==> src/rtl/core/wsdf_pkg.sv <==
`default_nettype none
package wsdf_pkg;

	localparam int unsigned LIM_W = 25;
	localparam int unsigned LEN_W = 64;
	localparam int unsigned BURST_N = 6;
	localparam int unsigned CNT_W = 3;
	localparam logic [LIM_W-1:0] LIM_RESET = 25'd1048576;

	localparam logic [3:0] OP_CONT = 4'h0;
	localparam logic [3:0] OP_TEXT = 4'h1;
	localparam logic [3:0] OP_BIN = 4'h2;
	localparam logic [3:0] OP_CLOSE = 4'h8;
	localparam logic [3:0] OP_PING = 4'h9;

	localparam logic [6:0] LEN_EXT16 = 7'd126;
	localparam logic [6:0] LEN_EXT64 = 7'd127;
	localparam logic [7:0] PONG_HDR0 = 8'h8A;
	localparam logic [7:0] MASK_BIT = 8'h80;

	typedef enum logic [2:0] {
		KIND_PAYLOAD = 3'd0,
		KIND_EMPTY_END = 3'd1,
		KIND_TX = 3'd2,
		KIND_ERROR = 3'd3,
		KIND_DISCARD = 3'd4
	} kind_t;

	typedef enum logic [1:0] {
		ERR_NONE = 2'd0,
		ERR_LINK = 2'd1,
		ERR_LENGTH = 2'd2,
		ERR_CLOSE = 2'd3
	} err_t;

	typedef enum logic [2:0] {
		PH_HDR0 = 3'd0,
		PH_HDR1 = 3'd1,
		PH_EXT = 3'd2,
		PH_MASK = 3'd3,
		PH_PAYLOAD = 3'd4,
		PH_HALT = 3'd5
	} phase_t;

	typedef struct packed {
		logic mode;
		logic [7:0] rx_byte;
	} req_t;

	typedef struct packed {
		logic [2:0] kind;
		logic [7:0] data_byte;
		logic message_end;
		logic last;
		logic [1:0] error_code;
	} res_t;

endpackage
`default_nettype wire

==> src/rtl/core/websocket_frame_deframer.sv <==
// WebSocket (RFC 6455) frame parser taking one link byte per request. A byte is
// accepted every cycle while the result buffer is empty or drains its last entry
// in that cycle; each byte is parsed into up to six results (a ping header yields
// six pong header bytes) that leave one per cycle while the result channel does
// not stall; the input stalls while a burst holds more than one result. Payload
// bytes stream through at one per cycle unless the result channel stalls. The
// limit register max_message_bytes resets to 1 MiB; the user must write it only
// while the block is idle; it is not enforced. Any error latches until reset.
`default_nettype none
module websocket_frame_deframer
	import wsdf_pkg::*;
(
	input wire logic clk,
	input wire logic arst_n,
	input wire logic in_valid,
	output logic in_stall,
	input wire req_t in_req,
	output logic out_valid,
	input wire logic out_stall,
	output res_t out_res,
	input wire logic cfg_we,
	input wire logic [LIM_W-1:0] cfg_data
);

	logic [LIM_W-1:0] lim_q;
	phase_t phase_q, phase_d;
	logic [3:0] ext_q, ext_d;
	logic fin_q, fin_d;
	logic [3:0] op_q, op_d;
	logic mask_q, mask_d;
	logic [LEN_W-1:0] len_q, len_d;
	logic [31:0] mb_q, mb_d;
	logic [1:0] pos_q, pos_d;
	logic [LIM_W-1:0] msg_q, msg_d;
	logic inm_q, inm_d;
	logic err_q, err_d;

	res_t burst_q [BURST_N];
	logic [CNT_W-1:0] cnt_q;
	res_t res [BURST_N];
	logic [CNT_W-1:0] nres;

	logic acc, pop, load;
	logic [7:0] b, v;
	logic lk, hd, over, fin_pay, is_data;

	assign acc = in_valid && !in_stall;
	assign pop = out_valid && !out_stall;
	assign in_stall = !((cnt_q == '0) || (cnt_q == CNT_W'(1) && !out_stall));
	assign out_valid = (cnt_q != '0);
	assign out_res = burst_q[0];
	assign b = in_req.rx_byte;
	assign load = acc && (nres != '0);

	always_comb begin
		phase_d = phase_q;
		ext_d = ext_q;
		fin_d = fin_q;
		op_d = op_q;
		mask_d = mask_q;
		len_d = len_q;
		mb_d = mb_q;
		pos_d = pos_q;
		msg_d = msg_q;
		inm_d = inm_q;
		err_d = err_q;
		nres = '0;
		lk = 1'b0;
		hd = 1'b0;
		over = 1'b0;
		fin_pay = 1'b0;
		is_data = 1'b0;
		v = '0;
		for (int i = 0; i < BURST_N; i++) res[i] = '0;
		if (acc && !err_q && phase_q != PH_HALT) begin
			if (in_req.mode) begin
				err_d = 1'b1;
				phase_d = PH_HALT;
				res[0].kind = KIND_ERROR;
				res[0].error_code = ERR_LINK;
				nres = CNT_W'(1);
			end else begin
				unique case (phase_q)
					PH_HDR0: begin
						fin_d = b[7];
						op_d = b[3:0];
						phase_d = PH_HDR1;
					end
					PH_HDR1: begin
						mask_d = b[7];
						len_d = '0;
						if (b[6:0] == LEN_EXT16) begin
							ext_d = 4'd2;
							phase_d = PH_EXT;
						end else if (b[6:0] == LEN_EXT64) begin
							ext_d = 4'd8;
							phase_d = PH_EXT;
						end else begin
							len_d = LEN_W'(b[6:0]);
							lk = 1'b1;
						end
					end
					PH_EXT: begin
						len_d = {len_q[LEN_W-9:0], b};
						ext_d = ext_q - 4'd1;
						lk = (ext_q == 4'd1);
					end
					PH_MASK: begin
						mb_d = {mb_q[23:0], b};
						ext_d = ext_q - 4'd1;
						hd = (ext_q == 4'd1);
					end
					PH_PAYLOAD: begin
						v = b ^ mb_q[8*(3-pos_q) +: 8];
						fin_pay = (len_q == LEN_W'(1));
						is_data = (op_q == OP_TEXT) || (op_q == OP_BIN)
							|| (op_q == OP_CONT && inm_q);
						if (is_data) begin
							msg_d = msg_q + LIM_W'(1);
							res[0].kind = KIND_PAYLOAD;
							res[0].data_byte = v;
							res[0].message_end = fin_pay && fin_q;
							nres = CNT_W'(1);
							if (fin_pay && fin_q) begin
								inm_d = 1'b0;
								msg_d = '0;
							end
						end else if (op_q == OP_PING) begin
							res[0].kind = KIND_TX;
							res[0].data_byte = v;
							nres = CNT_W'(1);
						end
						pos_d = pos_q + 2'd1;
						len_d = len_q - LEN_W'(1);
						if (fin_pay) phase_d = PH_HDR0;
					end
					default: begin
					end
				endcase
				if (lk) begin
					over = (len_d > LEN_W'(lim_q)) || ((LEN_W'(msg_q) + len_d) > LEN_W'(lim_q));
					if (over) begin
						err_d = 1'b1;
						phase_d = PH_HALT;
						res[0].kind = KIND_ERROR;
						res[0].error_code = ERR_LENGTH;
						nres = CNT_W'(1);
					end else if (mask_d) begin
						ext_d = 4'd4;
						mb_d = '0;
						phase_d = PH_MASK;
					end else begin
						mb_d = '0;
						hd = 1'b1;
					end
				end
				if (hd) begin
					if (op_d == OP_CLOSE) begin
						err_d = 1'b1;
						phase_d = PH_HALT;
						res[0].kind = KIND_ERROR;
						res[0].error_code = ERR_CLOSE;
						nres = CNT_W'(1);
					end else begin
						if (op_d == OP_TEXT || op_d == OP_BIN) begin
							if (inm_q) begin
								res[0].kind = KIND_DISCARD;
								nres = CNT_W'(1);
							end
							msg_d = '0;
							inm_d = 1'b1;
						end
						if (op_d == OP_PING) begin
							for (int i = 0; i < BURST_N; i++) res[i].kind = KIND_TX;
							res[0].data_byte = PONG_HDR0;
							res[1].data_byte = MASK_BIT | {1'b0, len_d[6:0]};
							nres = CNT_W'(BURST_N);
						end
						if (len_d == '0) begin
							if (((op_d == OP_TEXT) || (op_d == OP_BIN)
								|| (op_d == OP_CONT && inm_d)) && fin_d) begin
								res[nres].kind = KIND_EMPTY_END;
								nres = nres + CNT_W'(1);
								inm_d = 1'b0;
								msg_d = '0;
							end
							phase_d = PH_HDR0;
						end else begin
							pos_d = '0;
							phase_d = PH_PAYLOAD;
						end
					end
				end
			end
		end
		for (int i = 0; i < BURST_N; i++) begin
			if (CNT_W'(i + 1) == nres) res[i].last = 1'b1;
		end
	end

	always_ff @(posedge clk or negedge arst_n) begin
		if (!arst_n) begin
			lim_q <= LIM_RESET;
			phase_q <= PH_HDR0;
			ext_q <= '0;
			fin_q <= 1'b0;
			op_q <= '0;
			mask_q <= 1'b0;
			len_q <= '0;
			mb_q <= '0;
			pos_q <= '0;
			msg_q <= '0;
			inm_q <= 1'b0;
			err_q <= 1'b0;
			cnt_q <= '0;
		end else begin
			if (cfg_we) lim_q <= cfg_data;
			phase_q <= phase_d;
			ext_q <= ext_d;
			fin_q <= fin_d;
			op_q <= op_d;
			mask_q <= mask_d;
			len_q <= len_d;
			mb_q <= mb_d;
			pos_q <= pos_d;
			msg_q <= msg_d;
			inm_q <= inm_d;
			err_q <= err_d;
			if (load) cnt_q <= nres;
			else if (pop) cnt_q <= cnt_q - CNT_W'(1);
		end
	end

	always_ff @(posedge clk) begin
		if (load) begin
			for (int i = 0; i < BURST_N; i++) burst_q[i] <= res[i];
		end else if (pop) begin
			for (int i = 0; i < BURST_N - 1; i++) burst_q[i] <= burst_q[i+1];
		end
	end

	a_cnt_range: assert property (@(posedge clk) disable iff (!arst_n)
		cnt_q <= CNT_W'(BURST_N)) else $error("burst count out of range");
	a_no_res_after_err: assert property (@(posedge clk) disable iff (!arst_n)
		err_q |-> !load) else $error("result after latched error");
	a_err_code: assert property (@(posedge clk) disable iff (!arst_n)
		out_valid && out_res.kind == KIND_ERROR |-> out_res.error_code != ERR_NONE)
		else $error("error result without code");
	a_err_halt: assert property (@(posedge clk) disable iff (!arst_n)
		err_q |-> phase_q == PH_HALT) else $error("latched error without halt");
	a_stall_busy: assert property (@(posedge clk) disable iff (!arst_n)
		cnt_q > CNT_W'(1) |-> in_stall) else $error("accept while burst pending");

endmodule
`default_nettype wire

==> config.mk <==
export PLATFORM = sky130hd
export DESIGN_NAME = websocket_frame_deframer
export DESIGN_NICKNAME = d
export VERILOG_FILES = /design/src/rtl/core/wsdf_pkg.sv /design/src/rtl/core/websocket_frame_deframer.sv
export SDC_FILE = /design/constraint.sdc
export NUM_CORES = 1
export LEC_CHECK = 0
export ABC_AREA = 1
export BUFFER_PORTS_ARGS = -buffer_cell sky130_fd_sc_hd__buf_2
export CORE_UTILIZATION = 40
export DETAILED_ROUTE_END_ITERATION = 8
export GPL_TIMING_DRIVEN = 0
export PLACE_DENSITY = 0.54
export SETUP_SLACK_MARGIN = 0.5
export SYNTH_ARGS = -nofsm -noshare
export SYNTH_HDL_FRONTEND = slang
export SYNTH_SLANG_ARGS = --single-unit
export TNS_END_PERCENT = 5
==> constraint.sdc <==
create_clock -name clk -period 8.9 [get_ports clk]
set_clock_uncertainty 0.2 [all_clocks]
set_input_delay 0.89 -clock clk [delete_from_list [all_inputs] [get_ports clk]]
set_output_delay 0.89 -clock clk [all_outputs]
set_load 0.005 [all_outputs]
== Yosys cells after proc, flatten, opt, wreduce, memory -nomap -nowiden ==
Memories as Yosys holds them, arrays and structs flattened.
Cells that the tools add are included.

* Register bits after elaboration: 166
* Bits in writable memories: 90
* Logic and storage cells: 242
* Memories: 1

* Add/sub/neg operators: 8
* Magnitude comparators: 4
* Eq/ne operators: 23
* Shifts and indexed selects: 1
* Muxes and demuxes: 154
* Bitwise logic cells: 8
* Reductions and logical operators: 30

{| class="wikitable"
|+ Memories
! memory !! depth !! bits a word !! read ports !! clocked after Yosys merged registers in !! write ports !! RTL line !! RTL
|-
| burst_q || 6 || 15 || 6 || 0 || 6 || websocket_frame_deframer.sv:38 || <nowiki>res_t burst_q [BURST_N];</nowiki>
|}

{| class="wikitable"
|+ Operators by type and width
! operator !! count
|-
| $mux W90 || 4
|-
| $mux W25 || 8
|-
| $pmux W64 S3 || 1
|-
| $mux W75 || 2
|-
| $gt A64 B25 Y1 || 2
|-
| $mux W64 || 2
|-
| $mux W3 || 37
|-
| $mux W11 || 10
|-
| $mux W32 || 3
|-
| $bwmux W90 || 1
|-
| $mux W15 || 6
|-
| $add A25 B64 Y64 || 1
|-
| $eq A64 B1 Y1 const B || 1
|-
| $logic_not A64 Y1 || 1
|-
| $sub A64 B1 Y64 const B || 1
|-
| $mux W10 || 5
|-
| $mux W1 || 48
|-
| $demux W15 S3 || 1
|-
| $shiftx A32 B33 Y8 || 1
|-
| $mux W4 || 8
|-
| $add A25 B1 Y25 const B || 1
|-
| $mux W12 || 2
|-
| $mux W2 || 11
|-
| $eq A7 B7 Y1 const B || 2
|-
| 34 further kinds || 69
|}

== Logic depth before layout (Yosys ltp) ==
Gate-level depths: netlist of the first run.

* Depth in word-level cells: 33
* Depth in mapped cells: 49
* Mapped depth without buffers: 47

== Least setup slack after synthesis of the first run ==
OpenSTA, ideal clock, no wires.

* Path kind: in2reg
* Start: in in_req[6] (netlist name)
* End: mem burst_q[0][0] (netlist name) (enable)
* Setup time: 0.580 ns
* Arrival: 6.474 ns
* Required time: 8.120 ns
* Slack: 1.646 ns
* Cell stages on the path: 41
* Cells stage by stage: inv_1 nor3_1 nand2_1 nand2_1 nand2_1 nand2_1 o211ai_1 o21ai_1 inv_1 ha_1 fa_1 a211o_1 o21ai_0 o21ai_0 nand4_1 o211ai_1 nand4_1 o211ai_1 (+5 left out) nor2_1 nand3_1 nor3_1 nand4_1 nand2_1 nand2_1 inv_1 nand2_1 nor2_1 nand3_2 nand2_1 nand3_1 nand2_1 nand2_1 nand3_1 nand2_1 nand2_4 nand3_1

{| class="wikitable"
|+ RTL lines
! item !! RTL line !! RTL
|-
| start, declared || websocket_frame_deframer.sv:17 || <nowiki>input wire req_t in_req,</nowiki>
|-
| end, declared || websocket_frame_deframer.sv:38 ||
|}

==> impl_metrics.py, run 1 <==
metrics = {
    "routing": {
        "drtPass1Iterations": 6,
        "avgRoutedWirePerCell_um": 18.78,
        "drt_first_iter_violations": 1061,
        "wirelength_mm": 54.96,
        "viasPerCell": 5.347,
        "antenna_left": 0,
        "vias": 15650,
        "post-route-drc-count": 0,
    },
    "yosys": {
        "yosysTopAreaCellShare_pct": 26.27,
        "synth_area_mm2": 0.01572,
        "synth_edf_count": 34,
        "synth_ff_type": "dfrtp_1",
        "syn_nets": 2445,
        "synth_seq_area_share_pct": 32.94,
        "synth_cells": 2319,
        "ys_warn_count": 0,
        "async_flop_share_pct": 83.00,
        "syn_area_per_cell_um2": 6.777,
        "yosysTopAreaCell": "dfrtp_1",
        "synth.area.top_cells": "dfrtp_1, nand2_1, o21ai_0",
        "ys_ff_latch": 200,
        "synth_cell_types": 58,
    },
    "global_route": {
        "grt_usage_pct": 28.09,
        "first_global_vias": 15140,
        "grt_max_degree": 97,
        "antenna_found_initial": 0,
        "grt-ovfl-total": 0,
        "grt_pass1_wl_mm": 86.40,
    },
    "clocking": {
        "numCtsBuffers": 17,
        "cts_tree": "yes",
        "cts_buffer_depth": 2,
        "cts-root-buf": "clkbuf_16",
        "clkSlewWorstSetupHoldPaths_ps": 80,
        "insertion_delay_ps": 510,
        "cts.sinks": 200,
        "htree_levels": 4,
    },
    "pwr": {
        "p_leak_nw": 8.016,
        "power.density_mw_per_mm2": 418.8,
        "ir_drop_uv": 196.0,
    },
    "placement": {
        "pre_cts_slack_ps": -459.5,
        "hpwlAfterDp_mm": 43.15,
        "dp_cells": 2892,
        "io_buffers": 54,
        "finalWeightedCongestion": 0.9400,
        "dpl_cell_area_mm2": 0.01668,
    },
    "sta": {
        "tightestPinTransition_ps": 950.1,
        "drv_slew": 0,
        "finalWorstSetupSlack_ps": 1022,
        "finalCriticalPeriod_ps": 7878,
        "setup_violations": 0,
        "hold_violations": 0,
        "max_slew_margin_pct": 36.66,
        "holdWs_ps": 110.4,
        "fmax_ghz": 0.1269,
        "rsz0062_at_grt": "false",
        "post-route-period-util_pct": 88.51,
    },
    "worst_setup_path": {
        "reg2reg_from": "phase_q[1]$_DFFE_PN0P_",
        "startpoint": "phase_q[1]$_DFFE_PN0P_",
        "worstPathArrival_ps": 7930,
        "path_common_cell": "nand2_1",
        "critPathLaunchType": "flip-flop",
        "worstSetupPathType": "reg -> reg",
        "crit_required_ps": 8950,
        "cp_max_fo": 10,
        "crit_path_end_kind": "flip-flop",
        "cp_slowest_cell": "dfrtp_1",
        "critical_path.max_stage_delay_ps": 430,
    },
    "job": {
        "cap_violations": 0,
    },
    "floorplan": {
        "die_area_mm2": 0.04009,
        "coreArea_mm2": 0.03874,
        "start_util_pct": 40.57,
        "row_count": 72,
        "die_w_um": 200.2,
        "die_h_um": 200.2,
        "io_pins": 56,
    },
    "final_layout": {
        "layout_common_cells": "nand2_1, inv_1, nor2_1, o21ai_0, dfrtp_1",
        "n_fill_cell": 4161,
        "final_common_cell": "nand2_1",
        "syn_to_final_growth_pct": 10.15,
        "n_antenna_cell": 0,
        "fin_cells": 2927,
        "multi_input_comb_area_mm2": 0.009069,
        "seq_area_mm2": 0.005176,
        "drive_gt1_share_pct": 8.344,
        "final_nets": 2522,
        "fin_area_mm2": 0.01731,
    },
    "run_status": {
        "status": "finished clean",
    },
    "min_path": {
        "hp-class": "in -> async",
    },
}
power breakdown:
group / leakage, nW / total [W] / switching, W / internal [W]
clock network: 0.264 / 0.000775 / 0.000411 / 0.000364
registers: 2.31 / 0.00167 / 0.000376 / 0.00129
logic: 5.44 / 0.00481 / 0.00316 / 0.00165
synth_stat cells, types with 23 or more instances:
| cell | n |
|---|---|
| nand2_1 | 580 |
| inv_1 | 299 |
| nor2_1 | 263 |
| o21ai_0 | 258 |
| dfrtp_1 | 165 |
| nand3_1 | 160 |
| a21oi_1 | 103 |
| ha_1 | 86 |
| clkbuf_1 | 51 |
| edfxtp_1 | 34 |
| xor2_1 | 34 |
| o211ai_1 | 31 |
| nand4_1 | 27 |
| o22ai_1 | 23 |
cells by family (layout without fill, tap and decap cells):
logic type / count (synthesis) / count (layout) / synth area share (%)
xor gates and xnor gates: 46 / 46 / 2.564
muxes: 1 / 1 / 0.07165
DFF: 200 / 200 / 32.94
and+or+nand+nor: 1109 / 1110 / 30.24
buffers and inverters: 389 / 478 / 9.808
AOI/OAI and AO/OA: 487 / 487 / 17.41
adders and majority gates: 87 / 87 / 6.974
layer usage:
metal / wire length [um] / global-route usage, % / part of all wire, %
met5: 0 / 0 / 0
met4: 1549 / 10.03 / 2.8
met3: 2373 / 4.182 / 4.3
met2: 26090 / 47.36 / 47
met1: 24940 / 36.42 / 45
worst paths after layout:
path / slack [ps] / cells past startpoint / to
min in group clk: 270 / 1 / err_q$_DFFE_PN0P_
worst min register to register: 270 / 1 / err_q$_DFFE_PN0P_
worst max-delay path: 1020 / 43 / burst_q[0][12]$_DFFE_PP_
max in group asynchronous: 7480 / 2 / lim_q[7]$_DFFE_PN0P_
worst max register to register: 1020 / 43 / burst_q[0][12]$_DFFE_PP_
worst min-delay path: 110 / 1 / len_q[42]$_DFFE_PN0P_
critical path, delay by kind of cell, from the launching register on:
| kind | cells | cell delay [ps] |
|---|---|---|
| and+or+nand+nor | 21 | 2820 |
| AOI/OAI and AO/OA | 11 | 1930 |
| buffers and inverters | 7 | 1130 |
| adders and majority gates | 3 | 920 |
| DFF | 1 | 430 |
| xor gates and xnor gates | 1 | 160 |
stage by stage:
stage / setup TNS (ps) / utilization [%] / total power [W]
after floorplan: 0 / - / 0.004996
after global placement: -34360 / 42.94 / 0.006336
final: 0 / 44.69 / 0.007251
after CTS: 0 / 44.56 / 0.007219
after global routing: 0 / 44.69 / 0.008017
after detailed placement: -15420 / 43.05 / 0.006391
repair_timing:
item,CTS,global route
hold buffers,0,0
pin swaps,0,1
setup endpoints to repair,67,93
resized for setup,4,14
hold endpoints to repair,0,0
cloned,1,0
setup buffers,0,2
final cells by class:
cell class,count,area share [%]
Buffer,77,2.139
Clock buffer,18,2.479
Clock inverter,14,0.6938
Inverter,312,6.794
Multi-Input combinational cell,1731,52.39
Sequential cell,200,29.90
Tap cell,518,3.744
Timing Repair Buffer,57,1.865
state kept, by name (all words and copies together) (netlist names):
signal / count
len_q: 64
burst_q: 34
mb_q: 32
lim_q: 25
msg_q: 25
ext_q: 4
op_q: 4
cnt_q: 3
phase_q: 3
pos_q: 2
err_q: 1
fin_q: 1
inm_q: 1
mask_q: 1
No activity file was read; power rests on OpenSTA's default activity.
==> inputs of run 2 (changes only) <==
--- a/config.mk
+++ b/config.mk
@@ -8,6 +8,7 @@
 export ABC_AREA = 1
 export BUFFER_PORTS_ARGS = -buffer_cell sky130_fd_sc_hd__buf_2
 export CORE_UTILIZATION = 40
+export CTS_BUF_LIST = sky130_fd_sc_hd__clkbuf_8
 export DETAILED_ROUTE_END_ITERATION = 8
 export GPL_TIMING_DRIVEN = 0
 export PLACE_DENSITY = 0.54
==> impl_metrics.py, run 2 (synthesized netlist as in run 1, its figures left out) <==
metrics = {
    "worst_setup_path": {
        "rr_worst_depth": 43,
        "critical_path.max_stage_delay_ps": 440,
        "crit_path_end_kind": "flip-flop",
        "worstSetupPathType": "reg -> reg",
        "critPathLaunchType": "flip-flop",
        "cp_max_fo": 10,
        "crit_required_ps": 9040,
        "worstPathArrival_ps": 8030,
        "cp_slowest_cell": "dfrtp_1",
        "path_common_cell": "nand2_1",
    },
    "pwr": {
        "p_comb_share_pct": 68.1,
        "power.switching_w": 0.003927,
        "seqPwrFrac_pct": 23.6,
        "swShare_pct": 55.60,
        "p_leak_nw": 7.933,
        "ir_drop_uv": 230.3,
        "pwr-share-clk_pct": 8.3,
        "p_int_w": 0.003136,
        "power.density_mw_per_mm2": 412.6,
    },
    "routing": {
        "drtPass1Iterations": 7,
        "drt_first_iter_violations": 1068,
        "viasPerCell": 5.341,
        "vias": 15630,
        "post-route-drc-count": 0,
        "wirelength_mm": 54.87,
        "avgRoutedWirePerCell_um": 18.75,
        "antenna_left": 0,
    },
    "final_layout": {
        "syn_to_final_growth_pct": 8.933,
        "final_nets": 2522,
        "n_fill_cell": 4187,
        "seq_area_mm2": 0.005176,
        "final_common_cell": "nand2_1",
        "finish.utilization_pct": 44.20,
        "top_regs": "len_q (64), burst_q (34), mb_q (32)",
        "drive_gt1_share_pct": 8.344,
        "layout_common_cells": "nand2_1, inv_1, nor2_1, o21ai_0, dfrtp_1",
        "largest_reg_flops": 64,
        "n_antenna_cell": 0,
        "multi_input_comb_area_mm2": 0.009069,
        "top_register": "len_q",
    },
    "global_route": {
        "grt-ovfl-total": 0,
        "first_global_vias": 15130,
        "grt_pass1_wl_mm": 86.23,
        "grt_max_degree": 97,
        "antenna_found_initial": 0,
        "grt_usage_pct": 28.08,
    },
    "floorplan": {
        "io_pins": 56,
        "die_w_um": 200.2,
        "start_util_pct": 40.57,
        "die_h_um": 200.2,
        "die_area_mm2": 0.04009,
        "row_count": 72,
        "coreArea_mm2": 0.03874,
    },
    "job": {
        "cap_violations": 0,
    },
    "clocking": {
        "cts_buffer_depth": 2,
        "cts.sinks": 200,
        "insertion_delay_ps": 600,
        "cts_tree": "yes",
        "htree_levels": 4,
        "numCtsBuffers": 17,
        "cts-root-buf": "clkbuf_8",
        "clkSlewWorstSetupHoldPaths_ps": 110,
    },
    "sta": {
        "hold_violations": 0,
        "rsz0062_at_grt": "false",
        "max_slew_margin_pct": 35.85,
        "finalCriticalPeriod_ps": 7889,
        "tightestPinTransition_ps": 962.3,
        "tns_ps": 0,
        "fmax_ghz": 0.1268,
        "post-route-period-util_pct": 88.64,
        "drv_slew": 0,
        "setup_violations": 0,
    },
    "placement": {
        "finalWeightedCongestion": 0.9400,
        "hpwlAfterDp_mm": 43.15,
        "io_buffers": 54,
    },
    "run_status": {
        "status": "finished clean",
    },
    "min_path": {
        "hp-class": "in -> async",
    },
}
==> run 2: cell types whose count changed in the layout (fill, tap and decap cells not counted), sizes merged <==
cell	before	now
clkbuf	71	70
inv	315	316
==> run 2: per-layer routing <==
layer	GRT usage [%]	up-vias	wire length (um)
li1	-	7774	-
met1	36.47	7409	24960
met2	47.38	375	26160
met3	4.133	74	2304
met4	9.835	0	1441
met5	0	-	0
==> run 2: worst paths after layout <==
check / start / endpoint / slack, ps
setup / recovery: phase_q[1]$_DFFE_PN0P_ / burst_q[0][12]$_DFFE_PP_ / 1010
hold / removal: arst_n / len_q[45]$_DFFE_PN0P_ / 30
setup reg to reg: phase_q[1]$_DFFE_PN0P_ / burst_q[0][12]$_DFFE_PP_ / 1010
hold reg to reg: err_q$_DFFE_PN0P_ / err_q$_DFFE_PN0P_ / 270
max in group asynchronous: arst_n / lim_q[20]$_DFFE_PN1P_ / 7570
min in group clk: err_q$_DFFE_PN0P_ / err_q$_DFFE_PN0P_ / 270
==> run 2: worst max-delay path: cells and delay by family, from the launching register on <==
family	cells	cell delay [ps]
xor+xnor	1	160
simple gates	21	2830
buf+inv	7	1110
compound gates	11	1950
fa+ha+maj	3	920
flops	1	440
==> run 2: cell type report <==
cell class / count / area share [%]
Clock inverter: 15 / 0.7235
Buffer: 77 / 2.163
Multi-Input combinational cell: 1731 / 52.97
Clock buffer: 17 / 1.367
Tap cell: 518 / 3.786
Timing Repair Buffer: 57 / 1.886
Sequential cell: 200 / 30.23
Inverter: 312 / 6.870
==> run 2: what timing repair did <==
item | CTS | global route
hold buffers | 0 | 0
buffers inserted | 0 | 2
gates cloned | 1 | 0
gates resized for setup | 4 | 14
pin swaps | 0 | 1
setup endpoints to repair | 67 | 98
==> run 2: power groups by stage <==
| stage | Sequential (W) | Clock, W | Combinational, W |
|---|---|---|---|
| 2_1_floorplan | 0.00155 | 0 | 0.00344 |
| 3_3_place_gp | 0.00167 | 0 | 0.00466 |
| 3_5_place_dp | 0.00168 | 0 | 0.00472 |
| 4_1_cts | 0.00166 | 0.000612 | 0.00476 |
| 5_1_grt | 0.00172 | 0.000634 | 0.00547 |
| 6_report | 0.00166 | 0.000586 | 0.00481 |
==> run 2: metrics by stage <==
| step | hold slack (ps) | setup slack [ps] | std cells | instance area, um2 | total power (W) |
|---|---|---|---|---|---|
| 2_1_floorplan | 228.4 | 1646 | 2319 | 15720 | 0.004996 |
| 3_3_place_gp | 242.3 | -1018 | 2891 | 16630 | 0.006336 |
| 6_report | 26.18 | 1011 | 2927 | 17120 | 0.007064 |
| 4_1_cts | 29.84 | 544.4 | 2925 | 17070 | 0.007029 |
| 5_1_grt | 54.82 | 505.4 | 2927 | 17120 | 0.007824 |
| 3_5_place_dp | 251.0 | -459.5 | 2892 | 16680 | 0.006391 |
